--- config.mk ---
export PLATFORM = sky130hd
export DESIGN_NAME = tbdp_ctrl
export DESIGN_NICKNAME = d
export VERILOG_FILES = /design/src/design/assert_macros.svh /design/src/design/tbdp_pkg.sv /design/src/design/tbdp_ctrl.sv
export SDC_FILE = /design/constraint.sdc
export NUM_CORES = 1
export LEC_CHECK = 0
export ABC_AREA = 1
export ABC_CLOCK_PERIOD_IN_PS = 900
export BUFFER_PORTS_ARGS = -buffer_cell sky130_fd_sc_hd__buf_2
export CORE_AREA = 2 2 39 41
export CTS_BUF_LIST = sky130_fd_sc_hd__clkbuf_8
export DETAILED_ROUTE_END_ITERATION = 6
export DIE_AREA = 0 0 41 43
export PLACE_DENSITY = 0.42
export SLEW_MARGIN = 10
export SYNTH_ARGS = -nofsm -noshare
export SYNTH_HDL_FRONTEND = slang
export SYNTH_SLANG_ARGS = --single-unit
--- constraint.sdc ---
create_clock -name i_clk -period 0.9 [get_ports i_clk]
set_clock_uncertainty 0.05 [all_clocks]
set_input_delay 0.18 -clock i_clk [delete_from_list [all_inputs] [get_ports i_clk]]
set_output_delay 0.18 -clock i_clk [all_outputs]
set_load 0.05 [all_outputs]
--- src/design/assert_macros.svh ---
// Assertion macros used by the predictor RTL.
// Included by files that carry concurrent checks; no other dependencies.
`ifndef ASSERT_MACROS_SVH
`define ASSERT_MACROS_SVH

// same-cycle implication, disabled while reset is asserted
`define CHK_SAME(label, clk, rst_n, ante, cons) \
    label: assert property (@(posedge clk) disable iff (!(rst_n)) (ante) |-> (cons)) \
        else $error("%m: check failed");

// next-cycle implication, disabled while reset is asserted
`define CHK_NEXT(label, clk, rst_n, ante, cons) \
    label: assert property (@(posedge clk) disable iff (!(rst_n)) (ante) |=> (cons)) \
        else $error("%m: check failed");

`endif

--- src/design/tbdp_pkg.sv ---
// Package for the tournament branch direction predictor.
// Table sizes, counter constants, opcodes, controller states and the
// command/status structs between controller and datapath. No dependencies.
`default_nettype none

package tbdp_pkg;

    localparam int LOCAL_INDEX_BITS    = 10;
    localparam int LOCAL_HISTORY_BITS  = 10;
    localparam int GLOBAL_HISTORY_BITS = 12;

    localparam int LIDX_DEPTH  = 1 << LOCAL_INDEX_BITS;
    localparam int LHIST_DEPTH = 1 << LOCAL_HISTORY_BITS;
    localparam int GHIST_DEPTH = 1 << GLOBAL_HISTORY_BITS;

    // clear sweep covers the deepest table
    localparam int CLR_A    = (LOCAL_INDEX_BITS > LOCAL_HISTORY_BITS) ?
                              LOCAL_INDEX_BITS : LOCAL_HISTORY_BITS;
    localparam int CLR_BITS = (CLR_A > GLOBAL_HISTORY_BITS) ? CLR_A : GLOBAL_HISTORY_BITS;

    localparam logic [2:0] LCTR_MAX = 3'd7;
    localparam logic [2:0] LCTR_RST = 3'd2;
    localparam logic [1:0] GCTR_MAX = 2'd3;
    localparam logic [1:0] GCTR_RST = 2'd1;
    localparam logic [1:0] CHSR_RST = 2'd1;

    localparam logic FUNC_PREDICT = 1'b0;
    localparam logic FUNC_UPDATE  = 1'b1;

    typedef enum logic [2:0] {
        ST_CLEAR,
        ST_IDLE,
        ST_HIST,
        ST_CNT,
        ST_EXEC
    } t_state;

    typedef struct packed {
        logic capture;    // latch the input word
        logic clear_en;   // write reset values, advance sweep counter
        logic upd_write;  // commit an update
        logic pred_load;  // load a prediction into the output register
    } t_dp_cmd;

    typedef struct packed {
        logic clr_last;   // sweep counter at its final entry
        logic is_update;  // captured word is an update
        logic out_free;   // output register can take a word this cycle
    } t_dp_status;

endpackage

`default_nettype wire

--- src/design/tbdp_ctrl.sv ---
// Controller of the tournament branch direction predictor.
// Sequences the clear sweep and the read / read / execute steps of a word.
// Depends on tbdp_pkg.
`default_nettype none

module tbdp_ctrl (
    input  wire                  i_clk,
    input  wire                  i_rst_n,
    input  wire                  i_in_valid,
    output logic                 o_in_stall,
    input  tbdp_pkg::t_dp_status i_status,
    output tbdp_pkg::t_dp_cmd    o_cmd
);

    tbdp_pkg::t_state r_state;
    tbdp_pkg::t_state n_state;

    always_ff @(posedge i_clk) begin
        if (!i_rst_n) begin
            r_state <= tbdp_pkg::ST_CLEAR;
        end else begin
            r_state <= n_state;
        end
    end

    always_comb begin
        n_state    = r_state;
        o_cmd      = '0;
        o_in_stall = 1'b1;
        unique case (r_state)
            tbdp_pkg::ST_CLEAR: begin
                o_cmd.clear_en = 1'b1;
                if (i_status.clr_last) begin
                    n_state = tbdp_pkg::ST_IDLE;
                end
            end
            tbdp_pkg::ST_IDLE: begin
                o_in_stall = 1'b0;
                if (i_in_valid) begin
                    o_cmd.capture = 1'b1;
                    n_state       = tbdp_pkg::ST_HIST;
                end
            end
            tbdp_pkg::ST_HIST: begin
                n_state = tbdp_pkg::ST_CNT;
            end
            tbdp_pkg::ST_CNT: begin
                n_state = tbdp_pkg::ST_EXEC;
            end
            tbdp_pkg::ST_EXEC: begin
                if (i_status.is_update) begin
                    o_cmd.upd_write = 1'b1;
                    n_state         = tbdp_pkg::ST_IDLE;
                end else if (i_status.out_free) begin
                    o_cmd.pred_load = 1'b1;
                    n_state         = tbdp_pkg::ST_IDLE;
                end
            end
            default: begin
                n_state = tbdp_pkg::ST_CLEAR;
            end
        endcase
    end

endmodule

`default_nettype wire

Word level (Yosys, flattened, before mapping)
Cells that the tools add are included.

Memory bits (read-only): 0. Logic and storage cells: 23. Input bits: 6. Memories: 0. Latch bits: 0. Bits in registers: 3. Memory bits (writable): 0.

Equality and inequality tests: 7. Bitwise logic cells: 0. Add/subtract/negate cells: 0. Divide/modulo/power cells: 0. Shifts and indexed selects: 0. Order comparisons: 0. $mul: 0. Multiplexer cells: 13. Reductions and logical operators: 2.

Operators with widths (count): 3-bit case mux with 5 select lines (1); 3-bit two-way mux (4); 1-bit two-way mux (7); 3-bit by 2-bit equality test with 1-bit output (second input constant) (2); 2-bit != test (second input constant) (2); 3-bit by 1-bit equality test with 1-bit output (second input constant) (1); 3-bit equality test (second input constant) (1); 3-bit zero test (1); 3-bit != test (second input constant) (1); 3-bit AND reduction (1); 2-bit two-way mux (1).

Logic depth before layout (Yosys ltp)
Depth in word-level cells: 3. Gate-level depth with buffers: 5. Depth with buffers taken out: 5.

Least setup slack after synthesis
No wires, ideal clock.

Path kind: register to output. Start: register r_state[0]. End: output o_cmd[3] (netlist name). Path slack: -0.934 ns. Required time: 0.670 ns. Cell stages (with the launch flop): 5. Arrival: 1.604 ns. Cell sequence: dfxtp_1 -> inv_2 -> nor2_2 -> nand2_1 -> nor2_1.

RTL lines: start, declared (RTL line tbdp_ctrl.sv:15) `tbdp_pkg::t_state r_state;`; start signal, assigned (RTL line tbdp_ctrl.sv:20) `r_state <= tbdp_pkg::ST_CLEAR;`; start signal, assigned (RTL line tbdp_ctrl.sv:22) `r_state <= n_state;`; end, declared (RTL line tbdp_ctrl.sv:12) `output tbdp_pkg::t_dp_cmd o_cmd`.

==> run summary <==
Final antenna-violating net count = 0
Outcome = finished with violations
CP Data Required Time = 0.67 ns
Fmax = 796 MHz
Hold Path End = r_state[2]$_SDFFE_PN0P_
Tightest Pin Transition = 0.147 ns
HP Class = in -> reg
Clk sinks = 3
Largest register FFs = 3
Overflow after GRT = 0
Vias in the first global route = 237
Clock Path Buffers = 2
Clk network pwr share = 0.419
Gpl congestion = 0.770
Initial antenna violation count = 0
Critical Path AT = 1.03 ns
Vias = 292
Routed WL per cell = 8.03 um
R2R Setup Slk = -0.17 ns
Biggest register = r_state
DR pass1 iterations = 2
Share of layout cells above drive strength 1 = 0.772
Synth cell types = 11
Unrepaired setup endpoints after global routing = true
Buffers on Ports = 10
DP Area = 378 um2
Detailed Route WL = 586 um
Initial DRC count = 3
Ys flop type = dfxtp_1
CP max FO = 3
Die area = 1760 um2
Net Sw Frac = 0.325
Power density cells = 1660 nW/um2
Crit path capture type = output pin
Cell-internal power = 0.600 mW
Root buffer cell = clkbuf_8
Seq/Total Area, Yosys = 0.279
Clock Latency Late Sink = 0.21 ns
Core Rows = 14
Reg-to-Reg End = r_state[0]$_SDFFE_PN0P_
Largest net degree at the start of global routing = 5
Failing checks = negative setup slack
Layout fillers = 155
Max_cap viols = 0
Hold slack = 0.200 ns
Mapped Cells = 34
Core Util, Final = 0.386
Number of enable flip-flop cells after synthesis = 0
Relative slew slack = 0.902
Die Span Y = 43 um
First-pass GRT wire length = 821 um
Avg Inst Size Synth = 6.33 um2
Post-Layout Cell Count = 73
Top cells by count, synth = 7 x inv_1, 7 x nand2_1, 5 x nor2_1, 4 x nand3_1, 3 x dfxtp_1
Hold path depth = 3
Yosys reg bits = 3
Design Power = 0.888 mW
CTS tree = yes
Post-CTS Hold Buffers = 0
Vias per std cell = 4.00
Biggest regs = r_state (3)
Net count, final = 64
Seq pwr share = 0.184
Setup ws final = -0.356 ns
Synth top area share = 0.279
TNS Setup = -2.06 ns
Ys Warns = 0
Setup violations, final = 8
# DRC = 0
Largest cells by area after synthesis = dfxtp_1 28%, inv_1 12%, nand2_1 12%
H-tree level count = 1
Worst r2r path cells = 6
Die width = 41 um
Psw = 0.288 mW
Min-delay src = i_rst_n
Total GRT Usage = 0.0712
Layout area overhead = 148%
Post-route cell area = 534 um2
Logic gate share of total power = 0.397
Async SR Flop Fraction = 0
Starting density of the core = 0.156
Setup Crit Path Kind = reg -> out
Place WS = -0.294 ns
Ports = 11
Num CTS Buffers = 3
Syn nets = 40
Leak Pwr = 0.255 nW
Post-synthesis cell area = 215 um2
FF-to-FF Start = r_state[1]$_SDFFE_PN0P_
Placed insts = 66
Core area = 1380 um2
VDD IR max = 0.000741 V
Period minus WS final = 1.26 ns
Ant. Diodes = 0
Final Hold Viols = 0
Clk slew on worst S/H paths = 0.03 ns
Setup crit start kind = flop
Slew Limit Fails = 0
Final period util = 1.40
Post-synth top area cell = dfxtp_1
-- cell usage in the layout (no fill, tap or decap) --
cell / synthesis / layout
a211oi_2: 1 / 1
a21oi_2: 0 / 1
buf_2: 0 / 5
buf_4: 0 / 9
buf_6: 0 / 1
buf_8: 0 / 4
clkbuf_8: 0 / 3
dfxtp_2: 0 / 2
dfxtp_4: 0 / 1
inv_1: 7 / 6
inv_2: 1 / 2
inv_4: 0 / 1
nand2_1: 7 / 5
nand2_4: 0 / 2
nand3_1: 4 / 1
nand3_2: 2 / 4
nand3_4: 0 / 1
nor2_1: 5 / 1
nor2_4: 0 / 6
nor3_2: 1 / 1
-- how the worst max path moves through the flow --
stage	start	end	slack (ns)	cells past startpoint
floorplan	r_state[0]$_SDFFE_PN0P_	o_cmd[3]	-0.30	4
global placement	r_state[1]$_SDFFE_PN0P_	o_cmd[0]	-0.28	4
detailed placement	r_state[0]$_SDFFE_PN0P_	o_cmd[0]	-0.29	4
CTS	r_state[1]$_SDFFE_PN0P_	o_cmd[0]	-0.35	4
global route	r_state[0]$_SDFFE_PN0P_	o_cmd[3]	-0.40	5
finish	r_state[0]$_SDFFE_PN0P_	o_cmd[3]	-0.36	5
-- power by group through the flow --
stage | logic, mW | registers [mW] | clock network (mW)
floorplan | 0.182 | 0.160 | 0
global placement | 0.265 | 0.159 | 0
detailed placement | 0.265 | 0.159 | 0
CTS | 0.323 | 0.164 | 0.383
global route | 0.378 | 0.165 | 0.393
finish | 0.352 | 0.163 | 0.372
-- layer usage --
metal / share of wire / wire length [um] / up-vias / global-route usage
li1: - / - / 151 / -
met1: 0.43 / 250 / 133 / 0.0737
met2: 0.51 / 298 / 8 / 0.113
met5: 0 / 0 / - / 0
met3: 0.063 / 37 / 0 / 0.0314
met4: 0 / 0 / 0 / 0.0400
-- final cells by class --
| type | instances | area [um2] | area share |
|---|---|---|---|
| tap | 16 | 20.0 | 0.0375 |
| clock inverter | 1 | 3.75 | 0.00703 |
| timing repair buffer | 19 | 164 | 0.307 |
| clock buffer | 3 | 41.3 | 0.0773 |
| multi-input combinational | 23 | 206 | 0.386 |
| sequential | 3 | 66.3 | 0.124 |
| inverter | 8 | 32.5 | 0.0609 |
-- cell families (layout without fill, tap and decap cells) --
kind of cell,Yosys count,after routing,synth area share
AOI/OAI and AO/OA,2,2,0.0814
buffers and inverters,8,31,0.140
and+or+nand+nor,21,21,0.500
DFF,3,3,0.279
-- timing repair --
item                                    CTS  global route
endpoints found under the hold margin     0             0
setup buffers                             2             1
endpoints found under the setup margin    8             8
pin swaps                                 8             0
resized for setup                        19             7
-- worst max-delay path, cell delays in order, from the launching register on --
cell	delay (ns)
dfxtp_4	0.36
inv_4	0.04
nor2_4	0.10
nand2_4	0.07
nor2_4	0.09
buf_8	0.15
No activity file was read; power rests on OpenSTA's default activity.
